[src/hw/rtl/aff2d_pkg.sv]
`default_nettype none
// ----------------------------------------------------------------------------
// aff2d_pkg
// Shared types, constants and elaboration-time functions of the 2D point
// transform: payload words, register indexes, CORDIC tables and gain.
// ----------------------------------------------------------------------------
package aff2d_pkg;

    localparam int CORDIC_STEPS_DEF = 16;
    localparam int STEPS_MAX        = 32;
    localparam int CNT_W            = 6;
    localparam int CFG_W            = 32;
    localparam int CFG_IDX_W        = 3;
    localparam int M_W              = 52;   // rounded dividend
    localparam int DIV_BITS         = 32;   // quotient bits resolved by the pipeline

    localparam logic signed [32:0] ANG_PI      = 33'sd843314857;
    localparam logic signed [32:0] ANG_TWO_PI  = 33'sd1686629713;
    localparam logic signed [32:0] ANG_HALF_PI = 33'sd421657428;
    localparam logic signed [32:0] ONE_Q30     = 33'sd1073741824;
    localparam logic signed [31:0] ONE_Q16     = 32'sd65536;

    typedef enum logic [CFG_IDX_W-1:0] {
        CFG_TX    = 3'd0,
        CFG_TY    = 3'd1,
        CFG_ANGLE = 3'd2,
        CFG_SX    = 3'd3,
        CFG_SY    = 3'd4
    } t_cfg_idx;

    typedef struct packed {
        logic signed [31:0] point_x;
        logic signed [31:0] point_y;
        logic               to_local;
    } t_point_in;

    typedef struct packed {
        logic signed [31:0] result_x;
        logic signed [31:0] result_y;
        logic               overflow;
    } t_point_out;

    // cos and sin as magnitude and sign, Q30
    typedef struct packed {
        logic [30:0] cos_mag;
        logic        cos_neg;
        logic [30:0] sin_mag;
        logic        sin_neg;
    } t_trig;

    // one coordinate on its way into the divider
    typedef struct packed {
        logic [M_W-1:0] m;
        logic [31:0]    d;
        logic           neg;
        logic           big;
    } t_div_lane;

    function automatic logic [31:0] atan_q28(input logic [4:0] idx);
        logic [31:0] v;
        case (idx)
            5'd0:  v = 32'd210828714;
            5'd1:  v = 32'd124459457;
            5'd2:  v = 32'd65760959;
            5'd3:  v = 32'd33381290;
            5'd4:  v = 32'd16755422;
            5'd5:  v = 32'd8385879;
            5'd6:  v = 32'd4193963;
            5'd7:  v = 32'd2097109;
            5'd8:  v = 32'd1048571;
            5'd9:  v = 32'd524287;
            5'd10: v = 32'd262144;
            5'd11: v = 32'd131072;
            5'd12: v = 32'd65536;
            5'd13: v = 32'd32768;
            5'd14: v = 32'd16384;
            5'd15: v = 32'd8192;
            5'd16: v = 32'd4096;
            5'd17: v = 32'd2048;
            5'd18: v = 32'd1024;
            5'd19: v = 32'd512;
            5'd20: v = 32'd256;
            5'd21: v = 32'd128;
            5'd22: v = 32'd64;
            5'd23: v = 32'd32;
            5'd24: v = 32'd16;
            5'd25: v = 32'd8;
            5'd26: v = 32'd4;
            5'd27: v = 32'd2;
            5'd28: v = 32'd1;
            default: v = 32'd0;
        endcase
        return v;
    endfunction

    // square root, in Q30, of the CORDIC gain product held in Q60, never zero,
    // evaluated at elaboration only
    function automatic logic [63:0] cordic_root(input int steps);
        logic [63:0] g2;
        logic [63:0] v;
        logic [63:0] r;
        logic [63:0] b;
        int i;
        g2 = 64'd1 << 30;
        for (i = 0; i < steps; i++) begin
            g2 = g2 + (g2 >> (2 * i));
        end
        v = g2 << 30;
        r = 64'd0;
        b = 64'd1 << 62;
        for (i = 0; i < 32; i++) begin
            if (b > v) begin
                b = b >> 2;
            end
        end
        for (i = 0; i < 32; i++) begin
            if (b != 64'd0) begin
                if (v >= r + b) begin
                    v = v - (r + b);
                    r = (r >> 1) + b;
                end else begin
                    r = r >> 1;
                end
                b = b >> 2;
            end
        end
        return (r == 64'd0) ? 64'd1 : r;
    endfunction

endpackage
`default_nettype wire

[src/hw/rtl/aff2d_outq.sv]
`default_nettype none
// ----------------------------------------------------------------------------
// aff2d_outq
// Two-word output queue; its registered space flag runs the whole pipeline.
// ----------------------------------------------------------------------------
module aff2d_outq (
    input  wire logic                  i_clk,
    input  wire logic                  i_rst_n,
    input  wire logic                  i_push,
    input  wire aff2d_pkg::t_point_out i_data,
    input  wire logic                  i_pop,
    output      logic                  o_space,
    output      logic                  o_valid,
    output      aff2d_pkg::t_point_out o_data
);
    import aff2d_pkg::*;

    t_point_out r_mem [2];
    logic       r_wp, r_rp;
    logic [1:0] r_cnt;
    logic       pop;

    assign o_valid = (r_cnt != 2'd0);
    assign o_space = (r_cnt != 2'd2);
    assign o_data  = r_mem[r_rp];
    assign pop     = i_pop && o_valid;

    always_ff @(posedge i_clk) begin
        if (!i_rst_n) begin
            r_wp  <= 1'b0;
            r_rp  <= 1'b0;
            r_cnt <= 2'd0;
        end else begin
            if (i_push) begin
                r_wp <= ~r_wp;
            end
            if (pop) begin
                r_rp <= ~r_rp;
            end
            r_cnt <= r_cnt + {1'b0, i_push} - {1'b0, pop};
        end
        if (i_push) begin
            r_mem[r_wp] <= i_data;
        end
    end

endmodule
`default_nettype wire

[config.mk]
export PLATFORM = sky130hd
export DESIGN_NAME = aff2d_outq
export DESIGN_NICKNAME = d
export VERILOG_FILES = /design/src/hw/rtl/aff2d_pkg.sv /design/src/hw/rtl/aff2d_outq.sv
export SDC_FILE = /design/constraint.sdc
export NUM_CORES = 1
export LEC_CHECK = 0
export BUFFER_PORTS_ARGS = -buffer_cell sky130_fd_sc_hd__buf_2
export CAP_MARGIN = 10
export CORE_ASPECT_RATIO = 1.1
export CORE_MARGIN = 2
export CORE_UTILIZATION = 47
export DETAILED_ROUTE_END_ITERATION = 8
export GPL_TIMING_DRIVEN = 0
export PLACE_DENSITY = 0.75
export SETUP_SLACK_MARGIN = 0.4
export SLEW_MARGIN = 20
export SYNTH_ARGS = -nofsm -noshare
export SYNTH_HDL_FRONTEND = slang
export SYNTH_SLANG_ARGS = --single-unit
[constraint.sdc]
create_clock -name i_clk -period 3.5 [get_ports i_clk]
set_clock_uncertainty 0.05 [all_clocks]
set_input_delay 0.35 -clock i_clk [delete_from_list [all_inputs] [get_ports i_clk]]
set_output_delay 0.35 -clock i_clk [all_outputs]
set_load 0.01 [all_outputs]
== After elaboration in Yosys (flattened, before gate mapping) ==
Memories as Yosys holds them, arrays and structs flattened. A register that Yosys moved wholly into a read port is not among the register bits.
Index checks and enable logic that the tools add are counted.
W data, S select, Z words.
Storage, ports and cells
  register bits: 4
  output and inout port bits: 67
  logic and storage cells: 15
  bits in writable memories: 130
  memories kept: 1
Cells by class
  equality and inequality tests: 1
  $add $sub $neg: 2
  reductions and logical operators: 2
  bitwise operators: 2
  muxes and demuxes: 4
Memory list
  r_mem: words 2, width 65, read ports 1, clocked after memory_dff 1, wr ports 1, line aff2d_outq.sv:18  | t_point_out r_mem [2];
Operator list (count)
  $mux W1: 4
  $add A2 B1 Y2: 1
  $ne A2 B2 Y1 const B: 1
  $not A1 Y1: 2
  $reduce_bool A2 Y1: 1
  $sub A2 B1 Y2: 1
  $logic_and A1 B1 Y1: 1

== Depth between registers and ports, before layout ==
Gate-level depths: netlist of run 1.
  word-level depth: 4
  depth in mapped cells: 6
  gate-level depth less buffers: 6

== Worst setup path after synthesis of run 1 ==
OpenSTA, ideal clock, no wires.
  kind: in2reg
  start point: in i_push
  end point: mem r_mem[0][0] (netlist name) (enable)
  setup time: 0.497 ns
  setup slack: -0.285 ns
  data required time: 2.953 ns
  stages: 1
  arrival: 3.238 ns
  path buffers: 0
  cells stage by stage: nor2b_1
On the way
  word-level cells in the longest chain between the ends: 2
RTL lines
  start: declaration: line aff2d_outq.sv:9  | input wire logic i_push,
  $mux W1: line aff2d_outq.sv:42  | if (i_push) begin
  $mux W1 (implied by the code): line aff2d_outq.sv:43  | r_mem[r_wp] <= i_data;
  end: declaration: line aff2d_outq.sv:18
Every way passes these cells.

==> metrics.txt, run 1 <==
status completed; Worst EP required 3.10 ns; RSZ-0062 raised after global routing false; Area growth syn-to-layout 29.5%; total CTS buffers 17; worst-skew pair later-pin latency 0.40 ns; Avg WL per Cell 15.5 um; DRT Wirelength 8380 um; Syn Std Cell Area 0.00514 mm2; Period minus WS final 1.97 ns; Critical Path AT 1.57 ns; clock sink total 135; sequential area share after synthesis 0.779; VDD IR max 433 uV; first-pass GRT wire length 13,000 um; Critical Path End Type output pin; most common cell after layout, fill and taps aside buf_2; actual slew at the worst max-slew pin 0.559 ns; vias per cell 4.76; mux cell area share after synthesis 0.183; Avg Inst Size Synth 22.8 um2; crit-path most repeated cell buf_6; Final Setup Violations 0; vias after detailed routing 2,580; synth warn 0; CTS tree yes; Final Max Slew Viols 0; Starting DRT DRC Count 125; ordered cell list for the critical path buf_6 -> buf_6 -> mux2_4 -> buf_2; final net count 453; Port Buffers 135; critical path type reg2out; CTS Hold Bufs 0; fmax 0.508 GHz; clock slew at reported path FFs 0.06 ns; post-synthesis xor/xnor area fraction 0.00438; Core Util, Final 0.616; Min-Delay Endpoint r_mem[0][10]$_DFFE_PP_; GRT Residual Overflow 0; Resized cells post-CTS 0; most frequent cells in the layout buf_2, edfxtp_1, mux2_4; Max-Cap Viols 0; DIE WIDTH 104 um; initial antenna violation count 0; Hold Vio Cnt, Final 0; Synth Area in Adders 0.00487; I/O pin count 136; CTS Root Cell clkbuf_16; Starting Density 0.475; worst-case clock buffer depth 2; row count 40; ANT nets after route 0; Ant. Diodes 0; GPL Wtd Cong 0.671; largest family of logic cells by synthesized area multiplexers; r2r setup slk 1.99 ns; TritonRoute pass-1 iters 4; Worst Setup Start Kind flip-flop; vias in the first global route 2,753; net count after synthesis 296; period utilization 0.562; Yosys reg bits 135; CP Max Fanout 10; DIE HEIGHT 114 um; Synth Area in Compound Gates 0.00292; Post-Synth Simple-Gate Area 0.00999; FF-to-FF End r_mem[1][38]$_DFFE_PP_; distinct cell type count after synthesis 16; worst hold start i_data[10]; r2r worst-path depth 2; H-tree Lvls 4; critical path's slowest cell dfxtp_1; total power draw 4550 uW; gr usage total 0.147; overall die area 0.0118 mm2; Slew headroom 0.626; Crit Reg-Reg Startpoint r_wp$_SDFFE_PN0P_; LEAKAGE 0.00263 uW; Syn Inst Count 225; Core Footprint 0.0108 mm2; layout cells sized above 1 0.610; Max stage delay on crit path 0.34 ns; worst hold path class in2reg; Cell Pwr Density 684 mW/mm2; Hold Path Stages 1; half-perimeter wire length after placement 5660 um; post-route DRC violation count 0; maximum number of pins on one net before global-route repair 36; Post-CTS Setup Repair Bufs 0
==> logic make-up (layout without fill, tap and decap cells) <==
| family | count (synthesis) | in the layout |
|---|---|---|
| fa+ha+maj | 2 | 2 |
| xor+xnor | 1 | 1 |
| simple gates | 9 | 9 |
| buf+inv | 9 | 179 |
| flops | 135 | 135 |
| compound gates | 2 | 2 |
| mux | 67 | 67 |
==> metal layers <==
metal	GRT usage	part of all wire	vias to the layer above
li1	-	-	1208
met1	0.164	0.40	1252
met2	0.248	0.52	104
met3	0.0549	0.059	16
met4	0.0775	0.022	0
met5	0	0	-
==> stage by stage <==
step	hold slack, ns	area (um2)	std cells	setup TNS (ns)	setup slack (ns)
global placement	0.410	6000	507	-3.67	-0.0600
floorplan	0.399	5140	225	0	0.944
detailed placement	0.428	6070	510	0	1.86
finish	0.0861	6660	542	0	1.53
global route	0.0597	6660	542	0	1.46
CTS	0.0668	6660	542	0	1.49
==> critical path: cells and delay by family (launching register included) <==
family,cells,cell delay [ns]
multiplexers,1,0.32
flip-flops,1,0.34
buffers and inverters,3,0.50
==> cell usage after synthesis <==
master / number / area [um2]
and2_1: 2 / 12.5
buf_2: 1 / 5.00
buf_6: 6 / 67.6
dfxtp_1: 5 / 100
edfxtp_1: 130 / 3900
ha_1: 2 / 25.0
inv_1: 2 / 7.51
mux2_2: 15 / 169
mux2_4: 50 / 751
mux2i_1: 2 / 20.0
nand2_1: 2 / 7.51
nand2b_1: 1 / 6.26
nor2b_1: 3 / 18.8
o21a_1: 2 / 15.0
or2_2: 1 / 6.26
xnor3_1: 1 / 22.5
==> report_power, final <==
| part | leakage (uW) | switching [uW] | internal, uW | total [uW] |
|---|---|---|---|---|
| clock | 0.000274 | 628 | 1110 | 1740 |
| sequential | 0.00126 | 32.9 | 1880 | 1910 |
| combinational | 0.00109 | 401 | 497 | 898 |
| total | 0.00263 | 1060 | 3490 | 4550 |
==> registers in the layout, indices dropped and copies added, names as in the netlist, named ones only <==
register	cells
r_wp	1
r_mem	130
r_rp	1
r_cnt	2
==> how the worst max path moves through the flow <==
| stage | endpoint | cells after the start |
|---|---|---|
| floorplan | r_mem[0][0]$_DFFE_PP_ | 1 |
| global placement | r_mem[0][42]$_DFFE_PP_ | 2 |
| detailed placement | r_mem[0][42]$_DFFE_PP_ | 3 |
| CTS | o_data[18] | 4 |
| global route | o_data[63] | 4 |
| finish | o_data[21] | 4 |
==> final cells by class <==
| cell class | count | area [um2] |
|---|---|---|
| fillers | 850 | 4160 |
| flip-flops and latches | 135 | 4000 |
| multi-input cells | 81 | 1060 |
| repair buffers | 138 | 736 |
| clock buffers | 18 | 429 |
| well taps | 147 | 184 |
| clock inverters | 14 | 159 |
| plain buffers | 7 | 72.6 |
| inverters | 2 | 7.51 |
(Power assumes the default switching activity.)
==> run 2: changes to the inputs <==
--- a/config.mk
+++ b/config.mk
@@ -5,14 +5,15 @@
 export SDC_FILE = /design/constraint.sdc
 export NUM_CORES = 1
 export LEC_CHECK = 0
+export ABC_AREA = 1
 export BUFFER_PORTS_ARGS = -buffer_cell sky130_fd_sc_hd__buf_2
 export CAP_MARGIN = 10
 export CORE_ASPECT_RATIO = 1.1
 export CORE_MARGIN = 2
-export CORE_UTILIZATION = 47
+export CORE_UTILIZATION = 52
 export DETAILED_ROUTE_END_ITERATION = 8
 export GPL_TIMING_DRIVEN = 0
-export PLACE_DENSITY = 0.75
+export PLACE_DENSITY = 0.79
 export SETUP_SLACK_MARGIN = 0.4
 export SLEW_MARGIN = 20
 export SYNTH_ARGS = -nofsm -noshare
==> constraint.sdc (replaced) <==
create_clock -name i_clk -period 2 [get_ports i_clk]
set_clock_uncertainty 0.05 [all_clocks]
set_input_delay 0.2 -clock i_clk [delete_from_list [all_inputs] [get_ports i_clk]]
set_output_delay 0.2 -clock i_clk [all_outputs]
set_load 0.01 [all_outputs]
==> run 2 against run 1 <==
Against the previous run:
- core utilization rose by 16 points
- combinational power rose by 110%
- register-to-register slack got worse by 1.5 ns
- die area fell by 9.3%
- final cell count rose by 11%
- critical path depth did not move
- setup slack got worse by 1.4 ns
- synthesized cell count rose by 5.8%
- global-route usage rose by 4.6 points
- hold slack improved by 0.27 ns
- power rose by 86%
==> metrics.txt, run 2 <==
Cell Pwr Density 1120 mW/mm2; most common cell after layout, fill and taps aside edfxtp_1; Slew headroom 0.809; gr usage total 0.192; vias after detailed routing 2,981; GRT Residual Overflow 0; half-perimeter wire length after placement 5800 um; Period minus WS final 1.88 ns; distinct cell type count after synthesis 12; row count 38; Core Footprint 0.00975 mm2; synth warn 0; register name with the most flops r_mem; number of synthesized flops with an enable pin 130; worst-case clock buffer depth 2; Starting Density 0.527; period utilization 0.938; Port Buffers 135; Area growth syn-to-layout 48.0%; CTS Root Cell clkbuf_8; TritonRoute pass-1 iters 4; post-route DRC violation count 0; RSZ-0062 raised after global routing true; maximum number of pins on one net before global-route repair 29; Max-Cap Viols 0; Avg Inst Size Synth 21.6 um2; layout cells sized above 1 0.527; DRT Wirelength 10,200 um; ANT nets after route 0; Final Setup Violations 0; Largest regs r_mem (130), r_cnt (2); Final Max Slew Viols 0; Synth area leader edfxtp_1; Synth top area share 0.760; net count after synthesis 309; sequential area share after synthesis 0.780; critical path type reg2out; DIE HEIGHT 108 um; Syn Std Cell Area 0.00513 mm2; status completed; final net count 542; GPL Wtd Cong 0.667; synth top area cells edfxtp_1, mux2_4, mux2_2; worst hold path class in2reg; Hold Vio Cnt, Final 0; Worst EP required 1.75 ns; Hold Slack 0.361 ns; most frequent cells in the layout edfxtp_1, buf_2, dlygate4sd3_1; fmax 0.533 GHz; H-tree Lvls 4; Post-synth ARST share 0; DIE WIDTH 98.7 um; first-pass GRT wire length 15,300 um; Ant. Diodes 0; Worst Setup Start Kind flip-flop; worst-skew pair later-pin latency 0.51 ns; total CTS buffers 17; most frequent cell after synthesis edfxtp_1; max reg flops 130; worst hold start i_data[19]; CTS tree yes; initial antenna violation count 0; synth cell count leaders edfxtp_1, mux2_4, mux2_2; CP Max Fanout 7; VDD IR max 748 uV; LEAKAGE 0.00308 uW; total power draw 8480 uW; vias in the first global route 3,169; Critical Path AT 1.63 ns; clock slew at reported path FFs 0.06 ns; vias per cell 4.94; Crit Reg-Reg Startpoint r_cnt[0]$_SDFF_PN0_; Avg WL per Cell 17.0 um; Synth Flop Type edfxtp_1; clock sink total 135; Starting DRT DRC Count 148; I/O pin count 136; overall die area 0.0107 mm2; Syn Inst Count 238; Critical Path End Type output pin; actual slew at the worst max-slew pin 0.287 ns; Yosys reg bits 135
run 2: logic make-up after synthesis:
kind of cell | Yosys count | share of synthesized area
AO/OA/AOI/OAI | 1 | 0.000974
multiplexers | 65 | 0.179
AND/OR/NAND/NOR | 20 | 0.0151
flip-flops | 135 | 0.780
adder cells (fa/ha/maj) | 2 | 0.00487
buffers and inverters | 15 | 0.0200
run 2: path summary, 6_finish.rpt:
path	end	slack, ns	cells after the start
worst max register to register	r_cnt[1]$_SDFF_PN0_	0.47	9
worst min register to register	flip-flop	0.47	2
worst min-delay path	r_mem[0][19]$_DFFE_PP_	0.36	2
worst max-delay path	o_data[3]	0.12	4
run 2: per-stage QoR:
stage                util  instance area [um2]  TNS (ns)  cells  setup WS, ns
floorplan               -                 5150         0    238         0.217
global placement    0.613                 5970    -42.50    493        -0.335
detailed placement  0.623                 6070         0    497         0.410
CTS                 0.768                 7490         0    601         0.102
global route        0.779                 7600         0    604        0.0622
finish              0.779                 7600         0    604         0.123
run 2: worst max-delay path, cell delays in order (launching register included):
cell and delay [ns]:
dfxtp_4 0.36, buf_12 0.14, buf_6 0.12, mux2_2 0.35, buf_2 0.15
run 2: routing by layer:
layer  GRT usage  up-vias  wire length [um]
li1            -     1385                 -
met1       0.209     1463              3800
met2       0.348      114              5700
met3      0.0666       19               586
met4      0.0724        0               154
met5           0        -                 0
run 2: layout make-up:
| type | count | area, um2 |
|---|---|---|
| clock buffers | 18 | 418 |
| fillers | 508 | 2150 |
| clock inverters | 14 | 201 |
| repair buffers | 214 | 1580 |
| inverters | 8 | 33.8 |
| flip-flops and latches | 135 | 4010 |
| multi-input cells | 88 | 1070 |
| plain buffers | 7 | 131 |
| well taps | 120 | 150 |
run 2: repair_timing:
action | in CTS | in global routing
hold endpoints to repair | 135 | 0
hold buffers | 68 | 0
resized for setup | 22 | 19
buffers inserted | 3 | 3
gates cloned | 1 | 0
pin swaps | 0 | 1
endpoints found under the setup margin | 65 | 142
run 2: power by group:
group	switching (uW)	total, uW	internal, uW
logic	824	1920	1100
clock network	1160	3190	2040
registers	68.4	3370	3300
