$ cat config.mk
export PLATFORM = sky130hd
export DESIGN_NAME = aff2d_cordic
export DESIGN_NICKNAME = d
export VERILOG_FILES = /design/src/hw/rtl/aff2d_pkg.sv /design/src/hw/rtl/aff2d_cordic.sv
export SDC_FILE = /design/constraint.sdc
export NUM_CORES = 1
export LEC_CHECK = 0
export ABC_CLOCK_PERIOD_IN_PS = 11200
export BUFFER_PORTS_ARGS = -buffer_cell sky130_fd_sc_hd__buf_2
export CAP_MARGIN = 20
export CORE_MARGIN = 5
export CORE_UTILIZATION = 40
export CTS_BUF_LIST = sky130_fd_sc_hd__clkbuf_16
export DETAILED_ROUTE_END_ITERATION = 16
export RECOVER_POWER = 50
export SETUP_SLACK_MARGIN = 0.1
export SLEW_MARGIN = 20
export SYNTH_ARGS = -nofsm -noshare
export SYNTH_HDL_FRONTEND = slang
export SYNTH_SLANG_ARGS = --single-unit
$ cat constraint.sdc
create_clock -name i_clk -period 11.2 [get_ports i_clk]
set_input_delay 1.68 -clock i_clk [delete_from_list [all_inputs] [get_ports i_clk]]
set_output_delay 1.68 -clock i_clk [all_outputs]
set_load 0.02 [all_outputs]
$ cat src/hw/rtl/aff2d_pkg.sv
`default_nettype none
// ----------------------------------------------------------------------------
// aff2d_pkg
// Shared types, constants and elaboration-time functions of the 2D point
// transform: payload words, register indexes, CORDIC tables and gain.
// ----------------------------------------------------------------------------
package aff2d_pkg;

    localparam int CORDIC_STEPS_DEF = 16;
    localparam int STEPS_MAX        = 32;
    localparam int CNT_W            = 6;
    localparam int CFG_W            = 32;
    localparam int CFG_IDX_W        = 3;
    localparam int M_W              = 52;   // rounded dividend
    localparam int DIV_BITS         = 32;   // quotient bits resolved by the pipeline

    localparam logic signed [32:0] ANG_PI      = 33'sd843314857;
    localparam logic signed [32:0] ANG_TWO_PI  = 33'sd1686629713;
    localparam logic signed [32:0] ANG_HALF_PI = 33'sd421657428;
    localparam logic signed [32:0] ONE_Q30     = 33'sd1073741824;
    localparam logic signed [31:0] ONE_Q16     = 32'sd65536;

    typedef enum logic [CFG_IDX_W-1:0] {
        CFG_TX    = 3'd0,
        CFG_TY    = 3'd1,
        CFG_ANGLE = 3'd2,
        CFG_SX    = 3'd3,
        CFG_SY    = 3'd4
    } t_cfg_idx;

    typedef struct packed {
        logic signed [31:0] point_x;
        logic signed [31:0] point_y;
        logic               to_local;
    } t_point_in;

    typedef struct packed {
        logic signed [31:0] result_x;
        logic signed [31:0] result_y;
        logic               overflow;
    } t_point_out;

    // cos and sin as magnitude and sign, Q30
    typedef struct packed {
        logic [30:0] cos_mag;
        logic        cos_neg;
        logic [30:0] sin_mag;
        logic        sin_neg;
    } t_trig;

    // one coordinate on its way into the divider
    typedef struct packed {
        logic [M_W-1:0] m;
        logic [31:0]    d;
        logic           neg;
        logic           big;
    } t_div_lane;

    function automatic logic [31:0] atan_q28(input logic [4:0] idx);
        logic [31:0] v;
        case (idx)
            5'd0:  v = 32'd210828714;
            5'd1:  v = 32'd124459457;
            5'd2:  v = 32'd65760959;
            5'd3:  v = 32'd33381290;
            5'd4:  v = 32'd16755422;
            5'd5:  v = 32'd8385879;
            5'd6:  v = 32'd4193963;
            5'd7:  v = 32'd2097109;
            5'd8:  v = 32'd1048571;
            5'd9:  v = 32'd524287;
            5'd10: v = 32'd262144;
            5'd11: v = 32'd131072;
            5'd12: v = 32'd65536;
            5'd13: v = 32'd32768;
            5'd14: v = 32'd16384;
            5'd15: v = 32'd8192;
            5'd16: v = 32'd4096;
            5'd17: v = 32'd2048;
            5'd18: v = 32'd1024;
            5'd19: v = 32'd512;
            5'd20: v = 32'd256;
            5'd21: v = 32'd128;
            5'd22: v = 32'd64;
            5'd23: v = 32'd32;
            5'd24: v = 32'd16;
            5'd25: v = 32'd8;
            5'd26: v = 32'd4;
            5'd27: v = 32'd2;
            5'd28: v = 32'd1;
            default: v = 32'd0;
        endcase
        return v;
    endfunction

    // square root, in Q30, of the CORDIC gain product held in Q60, never zero,
    // evaluated at elaboration only
    function automatic logic [63:0] cordic_root(input int steps);
        logic [63:0] g2;
        logic [63:0] v;
        logic [63:0] r;
        logic [63:0] b;
        int i;
        g2 = 64'd1 << 30;
        for (i = 0; i < steps; i++) begin
            g2 = g2 + (g2 >> (2 * i));
        end
        v = g2 << 30;
        r = 64'd0;
        b = 64'd1 << 62;
        for (i = 0; i < 32; i++) begin
            if (b > v) begin
                b = b >> 2;
            end
        end
        for (i = 0; i < 32; i++) begin
            if (b != 64'd0) begin
                if (v >= r + b) begin
                    v = v - (r + b);
                    r = (r >> 1) + b;
                end else begin
                    r = r >> 1;
                end
                b = b >> 2;
            end
        end
        return (r == 64'd0) ? 64'd1 : r;
    endfunction

endpackage
`default_nettype wire

$ cat src/hw/rtl/aff2d_cordic.sv
`default_nettype none
// ----------------------------------------------------------------------------
// aff2d_cordic
// Sequential rotation-mode CORDIC: turns the angle register into cos and sin,
// one micro-rotation per cycle, after reset and after every angle write.
// ----------------------------------------------------------------------------
module aff2d_cordic #(
    parameter int STEPS = aff2d_pkg::CORDIC_STEPS_DEF
) (
    input  wire logic               i_clk,
    input  wire logic               i_rst_n,
    input  wire logic               i_start,
    input  wire logic [15:0]        i_angle,
    output      logic               o_busy,
    output      aff2d_pkg::t_trig   o_trig
);
    import aff2d_pkg::*;

    localparam int          NSTEPS = (STEPS > STEPS_MAX) ? STEPS_MAX : STEPS;
    localparam logic [63:0] ROOT   = cordic_root(NSTEPS);
    localparam logic [31:0] GAIN   = 32'(((64'd1 << 60) + (ROOT >> 1)) / ROOT);

    typedef enum logic [3:0] {
        S_IDLE = 4'b0001,
        S_INIT = 4'b0010,
        S_RUN  = 4'b0100,
        S_FIN  = 4'b1000
    } t_state;

    t_state                  r_state, n_state;
    logic signed [32:0]      r_x, r_y, r_z, n_x, n_y, n_z;
    logic                    r_neg, n_neg;
    logic [CNT_W-1:0]        r_cnt, n_cnt;
    t_trig                   r_trig, n_trig;

    logic signed [32:0] z0, z1, xs, ys, at, cx, cy;

    always_comb begin
        z0 = {i_angle[15], i_angle, 16'b0};
        if (z0 > ANG_PI) begin
            z1 = z0 - ANG_TWO_PI;
        end else if (z0 < -ANG_PI) begin
            z1 = z0 + ANG_TWO_PI;
        end else begin
            z1 = z0;
        end
        xs = r_x >>> r_cnt[4:0];
        ys = r_y >>> r_cnt[4:0];
        at = signed'({1'b0, atan_q28(r_cnt[4:0])});
        cx = (r_x > ONE_Q30) ? ONE_Q30 : ((r_x < -ONE_Q30) ? -ONE_Q30 : r_x);
        cy = (r_y > ONE_Q30) ? ONE_Q30 : ((r_y < -ONE_Q30) ? -ONE_Q30 : r_y);

        n_state = r_state;
        n_x     = r_x;
        n_y     = r_y;
        n_z     = r_z;
        n_neg   = r_neg;
        n_cnt   = r_cnt;
        n_trig  = r_trig;
        case (r_state)
            S_INIT: begin
                n_x   = signed'({1'b0, GAIN});
                n_y   = '0;
                n_cnt = '0;
                // fold beyond a quarter turn and flip both results
                if (z1 > ANG_HALF_PI) begin
                    n_z   = z1 - ANG_PI;
                    n_neg = 1'b1;
                end else if (z1 < -ANG_HALF_PI) begin
                    n_z   = z1 + ANG_PI;
                    n_neg = 1'b1;
                end else begin
                    n_z   = z1;
                    n_neg = 1'b0;
                end
                n_state = S_RUN;
            end
            S_RUN: begin
                if (r_z >= 0) begin
                    n_x = r_x - ys;
                    n_y = r_y + xs;
                    n_z = r_z - at;
                end else begin
                    n_x = r_x + ys;
                    n_y = r_y - xs;
                    n_z = r_z + at;
                end
                n_cnt = r_cnt + 1'b1;
                if (r_cnt == CNT_W'(NSTEPS - 1)) begin
                    n_state = S_FIN;
                end
            end
            S_FIN: begin
                n_trig.cos_mag = 31'(cx[32] ? -cx : cx);
                n_trig.cos_neg = cx[32] ^ r_neg;
                n_trig.sin_mag = 31'(cy[32] ? -cy : cy);
                n_trig.sin_neg = cy[32] ^ r_neg;
                n_state        = S_IDLE;
            end
            S_IDLE: begin
                n_state = S_IDLE;
            end
            default: begin
                n_state = S_INIT;
            end
        endcase
        if (i_start) begin
            n_state = S_INIT;
        end
    end

    always_ff @(posedge i_clk) begin
        if (!i_rst_n) begin
            r_state <= S_INIT;
        end else begin
            r_state <= n_state;
        end
        r_x    <= n_x;
        r_y    <= n_y;
        r_z    <= n_z;
        r_neg  <= n_neg;
        r_cnt  <= n_cnt;
        r_trig <= n_trig;
    end

    assign o_busy = (r_state != S_IDLE);
    assign o_trig = r_trig;

endmodule
`default_nettype wire

== Word level (Yosys, flattened, before mapping) ==
Memory sizes are Yosys's and may differ from the RTL's. A register that Yosys moved wholly into a read port is not among the register bits.
Cells that the tools add are included.

* Reduce and logical (&&, ||, !) cells: 3
* Shift operators: 2
* Add/sub/neg operators: 13
* Equality and inequality tests: 7
* Mux-type cells: 21
* Bitwise logic cells: 3
* Magnitude comparators: 9

{| class="wikitable"
|+ Operators by type and width
! kind !! number
|-
| $mux 33 || 11
|-
| $pmux 33 s2 || 3
|-
| $add 33x33->33 || 3
|-
| $sub 33x33->33 || 3
|-
| $gt 33x32->1 const B || 2
|-
| $lt 33x31->1 const B || 2
|-
| $sshr 33x5->33 || 2
|-
| $mux 31 || 2
|-
| $neg 31->31 || 2
|-
| $add 32x32->33 const B || 1
|-
| $add 33x31->33 const B || 1
|-
| $ge 33x1->1 const B || 1
|-
| $gt 33x30->1 const B || 1
|-
| $lt 33x30->1 const B || 1
|-
| $sub 32x32->33 const B || 1
|-
| $sub 33x31->33 const B || 1
|-
| $gt 32x31->1 const B || 1
|-
| $lt 32x31->1 const B || 1
|-
| $pmux 4 s3 || 1
|-
| $pmux 6 s2 || 1
|-
| $add 6x1->6 const B || 1
|-
| $eq 6x4->1 const B || 1
|-
| $mux 5 || 1
|-
| $eq 4x1->1 const B || 1
|-
| other kinds (11) || 13
|}

* Memory bits (read-only): 896
* Memories kept: 1
* Word-level logic and storage cells: 69
* Bits in registers: 174
* Input bits: 19

{| class="wikitable"
|+ Memories
! memory !! depth !! bits a word !! rd ports !! clocked after Yosys merged registers in !! write ports !! RTL line !! source
|-
| (name not given) || 32 || 28 || 1 || 1 || 0 || aff2d_pkg.sv:61 || <nowiki>case (idx)</nowiki>
|}

== Longest topological paths before layout ==
Gate-level depths: netlist (run 1).

* Depth in word-level cells: 7
* Gate-level depth with buffers: 27

== Least setup slack after synthesis (run 1) ==
No wires, ideal clock.

* Path kind: register -> register
* Start: register r_state[3]
* End: register r_state[1]
* Setup time: 0.120 ns
* Clock period less this slack: 7.863 ns
* Data arrival time: 7.743 ns
* Data required time: 11.080 ns
* Path slack: 3.337 ns
* Cell stages (with the launch flop): 5
* Path through: dfxtp_1 > nor4b_1 > inv_1 > nand3_1 > nand2_1

* Cells in the longest elaborated chain, start to end: 3

{| class="wikitable"
|+ Ends and longest elaborated chain
! item !! RTL line !! source
|-
| from (decl) || aff2d_cordic.sv:30 || <nowiki>t_state r_state, n_state;</nowiki>
|-
| from (signal assigned) || aff2d_cordic.sv:116 || <nowiki>r_state <= n_state;</nowiki>
|-
| $eq 4x1->1 / $eq 4x4->1 (equally long branches) || aff2d_cordic.sv:60 || <nowiki>case (r_state)</nowiki>
|-
| $reduce_or 2->1 (no source line) || -- ||
|-
| $pmux 4 s3 || aff2d_cordic.sv:60 ||
|}

Parallel ways exist; a longest one is shown, timed or not.
A chain may end at the register's enable or synchronous reset.

== Worst setup path in the final report (run 1) ==
* Start: register r_state[1]
* End: register r_y[0] (enable)

* Cells in the longest elaborated chain, start to end: 2

{| class="wikitable"
|+ Ends and longest elaborated chain
! item !! RTL line !! source
|-
| $eq 4x3->1 / $eq 4x2->1 (equally long branches) || aff2d_cordic.sv:60 ||
|-
| $reduce_bool 2->1 (no source line) (*) || -- ||
|-
| to (signal assigned) || aff2d_cordic.sv:119 || <nowiki>r_y <= n_y;</nowiki>
|-
| to (decl) || aff2d_cordic.sv:31 || <nowiki>logic signed [32:0] r_x, r_y, r_z, n_x, n_y, n_z;</nowiki>
|}

Mark *: on every way between the ends. The rest lies on a longest branch, timed or not.

==> results.sh, run 1 <==
export IMPL_status="finished, violations left"
export IMPL_violations="max-capacitance violations, max-slew violations"
export IMPL_antenna_cells=0
export IMPL_post_cts_buffers=0
export IMPL_grt_pass1_vias=17810
export IMPL_yosysWarnings=0
export IMPL_cts_tree="done"
export IMPL_grt_max_degree=71
export IMPL_drive_gt1_share_pct=9.022
export IMPL_final_cell_mix="nor2_1, nand2_1, edfxtp_1"
export IMPL_drtIter0Drc=1478
export IMPL_skew_ns=0.01438
export IMPL_p_seq_share_pct=22.2
export IMPL_sw_frac_of_total_pct=44.42
export IMPL_r2r_end="r_y[0]"
export IMPL_synth_edff_count=170
export IMPL_ant_nets=0
export IMPL_track_usage_pct=21.20
export IMPL_path_depth=5
export IMPL_post_route_period_util_pct=73.55
export IMPL_wl_per_cell_um=20.75
export IMPL_regToRegSetupSlack_ns=2.96
export IMPL_ys_seq_area_share_pct=27.31
export IMPL_endpoint="r_y[0]"
export IMPL_p_int_mw=2.695
export IMPL_cp_end_kind="register"
export IMPL_via_per_inst=6.132
export IMPL_p_switching_mw=2.154
export IMPL_timing_final_crit_period_ns=8.238
export IMPL_dieArea_mm2=0.05728
export IMPL_placed_cells_incl_taps=3014
export IMPL_nets=2493
export IMPL_clkSinkCount=202
export IMPL_syn_nets=2488
export IMPL_worst_slew_pin_slew_ns=3.413
export IMPL_p_comb_share_pct=60.6
export IMPL_cts_clk_slew_worst_paths_ns=0.06
export IMPL_tns_ns=0
export IMPL_drc=0
export IMPL_antenna_found_initial=0
export IMPL_arrival_ns=8.33
export IMPL_ir_worst_vdd_mv=0.1138
export IMPL_worstHoldPathType="reg -> reg"
export IMPL_grt_overflow=0
export IMPL_num_vias=18770
export IMPL_critPathMaxStageDelay_ns=2.33
export IMPL_io_buffers=83
export IMPL_instances_no_fill=3060
export IMPL_core_mm2=0.05234
export IMPL_cap_viol_max_count=6
export IMPL_cp_top_family="buffers and inverters"
export IMPL_required_ns=11.29
export IMPL_synthDistinctLibCells=95
export IMPL_synthArstFlopShare_pct=0
export IMPL_drv_slew=329
export IMPL_root_buffer="clkbuf_16"
export IMPL_path_common_cell="clkbuf_1"
export IMPL_dp_hpwl_um=46450
export IMPL_finalHoldViolations=0
export IMPL_cts_htree_levels=1
export IMPL_area_delta_synth_final_pct=7.578
export IMPL_crit_buf_inv=3
export IMPL_finalSetupViolCount=0
export IMPL_cp_cell_sequence="nor4b_1, clkbuf_1, nor2_1, clkinvlp_2, clkbuf_1"
export IMPL_start_util_pct=40.19
export IMPL_cp_max_fo=59
export IMPL_grt_first_pass_wirelength_um=99020
export IMPL_hold_buffers=0
export IMPL_ff2ff_path_depth=5
export IMPL_synth_seq_cells=202
export IMPL_io_pins=84
export IMPL_relSlewSlack_pct=-127.6
export IMPL_grt_setup_unrepaired="false"
export IMPL_routabilityCongestion=0.9374
export IMPL_p_leak_nw=8.511
export IMPL_first_pass_iters=5
export IMPL_cp_startpoint="r_state[1]"
export IMPL_rows=84
export IMPL_clkPwrFrac_pct=17.2
export IMPL_die_w_um=239.3
export IMPL_layout_commonest_cell="nor2_1"
export IMPL_routed_wl_um=63490
export IMPL_syn_avg_cell_area_um2=8.959
export IMPL_power_density_mw_per_mm2=214.3
export IMPL_cp_start_kind="register"
export IMPL_cts_buffers=25
export IMPL_cts_resized=0
export IMPL_ctsLongestPathBuffers=3
export IMPL_die_h_um=239.3
export IMPL_clk_insertion_delay_late_ns=0.56
export IMPL_netlist_area_mm2=0.02104
export IMPL_path_class="reg -> reg"
export IMPL_ys_flop_type="edfxtp_1"
export IMPL_rr_startpoint="r_state[1]"
export IMPL_fmax_ghz=0.1214
export IMPL_slowest_stage="clkbuf_1"
export IMPL_syn_inst=2348
## logic make-up after synthesis
family / share of synthesized area (%)
fa+ha+maj: 7.304
compound gates: 20.62
flops: 27.31
mux: 14.31
xor+xnor: 9.409
simple gates: 16.92
buf+inv: 4.122
## routing by layer
| metal | global-route usage [%] | share of wire, % |
|---|---|---|
| met2 | 35.53 | 47 |
| met5 | 0 | 0 |
| met3 | 3.984 | 7.4 |
| met1 | 27.28 | 42 |
| met4 | 8.006 | 4.3 |
## flip-flops by register name (all words and copies together), names as in the netlist
signal and flops:
o_trig 64, r_z 33, r_cnt 6, r_x 33, r_y 33, at 28
r_neg 1, r_state 4
## synthesized netlist by cell type, types with 7 or more instances
master	n	area share, %
o41ai_1	13	0.54
mux2_2	41	2.2
nand2_1	227	4.1
o211ai_1	13	0.46
a31oi_1	27	0.80
and2_1	16	0.48
nand3_1	50	1.2
nand4_1	16	0.48
buf_1	17	0.30
a221oi_1	8	0.33
nor2b_1	10	0.30
a21o_1	56	2.0
or2_2	20	0.59
nor3_1	57	1.4
o31a_1	7	0.29
clkbuf_1	81	1.4
nand2b_1	28	0.83
xor2_1	105	4.4
a21boi_0	14	0.50
a311oi_1	12	0.50
o21bai_1	19	0.68
nor2_1	233	4.2
xnor2_1	121	5.0
o31ai_1	35	1.2
mux4_2	58	6.2
inv_1	71	1.3
buf_2	17	0.40
o21a_1	17	0.61
edfxtp_1	170	24
a211oi_1	32	1.1
and3_1	15	0.45
or3_1	27	0.80
o21ai_0	161	3.8
nor4_1	17	0.51
or4_1	14	0.50
o22ai_1	12	0.36
dfxtp_1	32	3.0
mux2i_1	48	2.3
a22oi_1	7	0.25
mux4_1	29	3.6
ha_1	118	7.0
a21oi_1	162	3.9
## metrics by stage
| step | worst slack [ns] | instance area, µm² | power (mW) | utilization, % | hold WS, ns |
|---|---|---|---|---|---|
| global placement | 4.393 | 21920 | 3.957 | 41.87 | 0.5801 |
| CTS | 4.198 | 22750 | 4.847 | 43.47 | 0.6009 |
| global route | 2.189 | 22630 | 5.248 | 43.24 | 0.6300 |
| floorplan | 3.337 | 21040 | 3.387 | - | 0.5698 |
| detailed placement | 4.240 | 21920 | 3.982 | 41.87 | 0.5925 |
| finish | 2.962 | 22630 | 4.850 | 43.24 | 0.5995 |
## worst min path at each step
| stage | start | end | slack (ns) | cells past startpoint |
|---|---|---|---|---|
| 6_report | r_cnt[0] | r_cnt[0] | 0.60 | 1 |
| 5_1_grt | r_cnt[0] | r_cnt[0] | 0.63 | 1 |
| 4_1_cts | r_cnt[0] | r_cnt[0] | 0.60 | 1 |
| 3_5_place_dp | r_cnt[0] | r_cnt[0] | 0.59 | 1 |
| 3_3_place_gp | r_cnt[0] | r_cnt[0] | 0.58 | 1 |
| 2_1_floorplan | r_cnt[5] | r_state[3] | 0.57 | 3 |
## power groups by stage
stage               Combinational [mW]  Sequential, mW  Clock (mW)
finish                            2.94            1.07       0.835
CTS                               2.93            1.06       0.854
detailed placement                2.90            1.08           0
global route                      3.28            1.08       0.888
global placement                  2.88            1.08           0
floorplan                         2.38            1.00           0
## final cells by class
class                      instances  area, µm²
clock buffer                      25      625.6
timing repair buffer             105      480.5
tap                              688      860.8
sequential                       202       5746
fill                            5181      29710
inverter                          74      279.0
clock inverter                    21      209.0
multi-input combinational       1945      14430
Power figures use the tool's default switching activity.
==> inputs of run 2 (changes only) <==
--- a/config.mk
+++ b/config.mk
@@ -5,7 +5,7 @@
 export SDC_FILE = /design/constraint.sdc
 export NUM_CORES = 1
 export LEC_CHECK = 0
-export ABC_CLOCK_PERIOD_IN_PS = 11200
+export ABC_CLOCK_PERIOD_IN_PS = 8100
 export BUFFER_PORTS_ARGS = -buffer_cell sky130_fd_sc_hd__buf_2
 export CAP_MARGIN = 20
 export CORE_MARGIN = 5
==> constraint.sdc (replaced) <==
create_clock -name i_clk -period 8.1 [get_ports i_clk]
set_input_delay 1.215 -clock i_clk [delete_from_list [all_inputs] [get_ports i_clk]]
set_output_delay 1.215 -clock i_clk [all_outputs]
set_load 0.02 [all_outputs]
==> results.sh, run 2 (synthesis gave the netlist of run 1 again) <==
export IMPL_wl_per_cell_um=20.62
export IMPL_post_route_period_util_pct=88.54
export IMPL_regToRegSetupSlack_ns=0.93
export IMPL_ctsLongestPathBuffers=3
export IMPL_path_class="reg -> reg"
export IMPL_relSlewSlack_pct=-132.0
export IMPL_p_comb_share_pct=61.0
export IMPL_slowest_stage="edfxtp_1"
export IMPL_routed_wl_um=63250
export IMPL_finalSetupViolCount=0
export IMPL_cts_tree="done"
export IMPL_cp_start_kind="register"
export IMPL_grt_max_degree=66
export IMPL_clk_insertion_delay_late_ns=0.56
export IMPL_finalHoldViolations=0
export IMPL_violations="max-capacitance violations, max-slew violations"
export IMPL_core_mm2=0.05234
export IMPL_hold_buffers=0
export IMPL_root_buffer="clkbuf_16"
export IMPL_num_vias=18670
export IMPL_cts_buffers=27
export IMPL_tns_ns=0
export IMPL_die_w_um=239.3
export IMPL_area_delta_synth_final_pct=7.893
export IMPL_grt_overflow=0
export IMPL_grt_pass1_vias=17690
export IMPL_cts_clk_slew_worst_paths_ns=0.06
export IMPL_cts_htree_levels=1
export IMPL_io_buffers=83
export IMPL_clkPwrFrac_pct=17.1
export IMPL_largest_register_ffs=64
export IMPL_dp_hpwl_um=47480
export IMPL_drc=0
export IMPL_worstHoldPathType="reg -> reg"
export IMPL_p_leak_nw=8.565
export IMPL_via_per_inst=6.087
export IMPL_routabilityCongestion=0.9827
export IMPL_drtIter0Drc=1304
export IMPL_first_pass_iters=5
export IMPL_fillers=5199
export IMPL_cts_resized=0
export IMPL_antenna_cells=0
export IMPL_cap_viol_max_count=4
export IMPL_stdcell_area_mm2=0.02270
export IMPL_track_usage_pct=21.15
export IMPL_required_ns=8.28
export IMPL_ant_nets=0
export IMPL_sw_frac_of_total_pct=44.66
export IMPL_nets=2499
export IMPL_drv_slew=248
export IMPL_cp_max_fo=16
export IMPL_status="finished, violations left"
export IMPL_arrival_ns=7.35
export IMPL_power_density_mw_per_mm2=296.7
export IMPL_clkSinkCount=202
export IMPL_start_util_pct=40.19
export IMPL_worst_slew_pin_slew_ns=3.479
export IMPL_fmax_ghz=0.1394
export IMPL_p_int_mw=3.727
export IMPL_critPathMaxStageDelay_ns=0.73
export IMPL_post_cts_buffers=0
export IMPL_die_h_um=239.3
export IMPL_finalPower_mw=6.735
export IMPL_ir_worst_vdd_mv=0.2125
export IMPL_place_area_mm2=0.02195
export IMPL_cp_cell_sequence="clkbuf_1, mux4_2, mux2_2, mux2_2, o31ai_1, nand4b_1, o21ai_0, xor2_1, ha_1, a2111oi_0, o21ai_0, a41oi_1, o2111ai_1, a31o_2, o21ai_0, a211o_1, a21boi_0, o41a_1, xnor2_1, nor2_1"
export IMPL_grt_setup_unrepaired="false"
export IMPL_timing_final_crit_period_ns=7.172
export IMPL_cp_end_kind="register"
export IMPL_p_seq_share_pct=21.9
export IMPL_antenna_found_initial=1
export IMPL_skew_ns=0.02315
export IMPL_rows=84
export IMPL_drive_gt1_share_pct=9.374
export IMPL_io_pins=84
export IMPL_layout_commonest_cell="nor2_1"
export IMPL_grt_first_pass_wirelength_um=98760
export IMPL_final_cell_mix="nor2_1, nand2_1, edfxtp_1"
export IMPL_p_switching_mw=3.008
export IMPL_path_common_cell="o21ai_0"
export IMPL_dieArea_mm2=0.05728
## run 2: final cells by class
cell class              instances  area (µm²)  area share, %
flip-flops and latches        202        5746          25.31
repair buffers                109       515.5          2.271
well taps                     688       860.8          3.793
multi-input cells            1945       14450          63.64
clock inverters                21       150.1         0.6615
clock buffers                  28       700.7          3.087
inverters                      74       279.0          1.229
## run 2: metal layers
metal | vias to the layer above | wire length [µm] | global-route usage, % | share of wire (%)
li1 | 8905 | - | - | -
met1 | 9013 | 27480 | 28.19 | 43
met2 | 628 | 29850 | 36.05 | 47
met3 | 124 | 3778 | 2.660 | 6.0
met4 | 0 | 2145 | 6.433 | 3.4
met5 | - | 0 | 0 | 0
## run 2: critical path: cells and delay by family, from the launching register on
kind	cells	cell delay [ns]
AO/OA/AOI/OAI	11	3.41
adder cells (fa/ha/maj)	1	0.30
XOR/XNOR	2	0.32
flip-flops	1	0.73
multiplexers	3	1.21
buffers and inverters	1	0.51
AND/OR/NAND/NOR	2	0.32
## run 2: metrics by stage
step / hold WS [ns] / setup slack [ns] / std cells / utilization [%]
2_1_floorplan: 0.5698 / 0.2370 / 2348 / -
3_3_place_gp: 0.6235 / 1.504 / 3018 / 41.93
3_5_place_dp: 0.6353 / 1.310 / 3018 / 41.93
4_1_cts: 0.6459 / 1.279 / 3067 / 43.56
5_1_grt: 0.6814 / 0.3647 / 3067 / 43.36
6_report: 0.6427 / 0.9280 / 3067 / 43.36
## run 2: worst paths after layout
check	start	endpoint	depth (start not counted)
max	r_cnt[1]	r_y[30]	20
min	r_state[2]	r_neg	1
max reg2reg	r_cnt[1]	r_y[30]	20
min reg2reg	r_state[2]	r_neg	1
## run 2: power groups by stage
stage | Combinational [mW] | Sequential, mW | Clock [mW]
2_1_floorplan | 3.29 | 1.39 | 0
3_3_place_gp | 4.02 | 1.48 | 0
3_5_place_dp | 4.05 | 1.48 | 0
4_1_cts | 4.08 | 1.47 | 1.19
5_1_grt | 4.56 | 1.48 | 1.24
6_report | 4.11 | 1.47 | 1.15
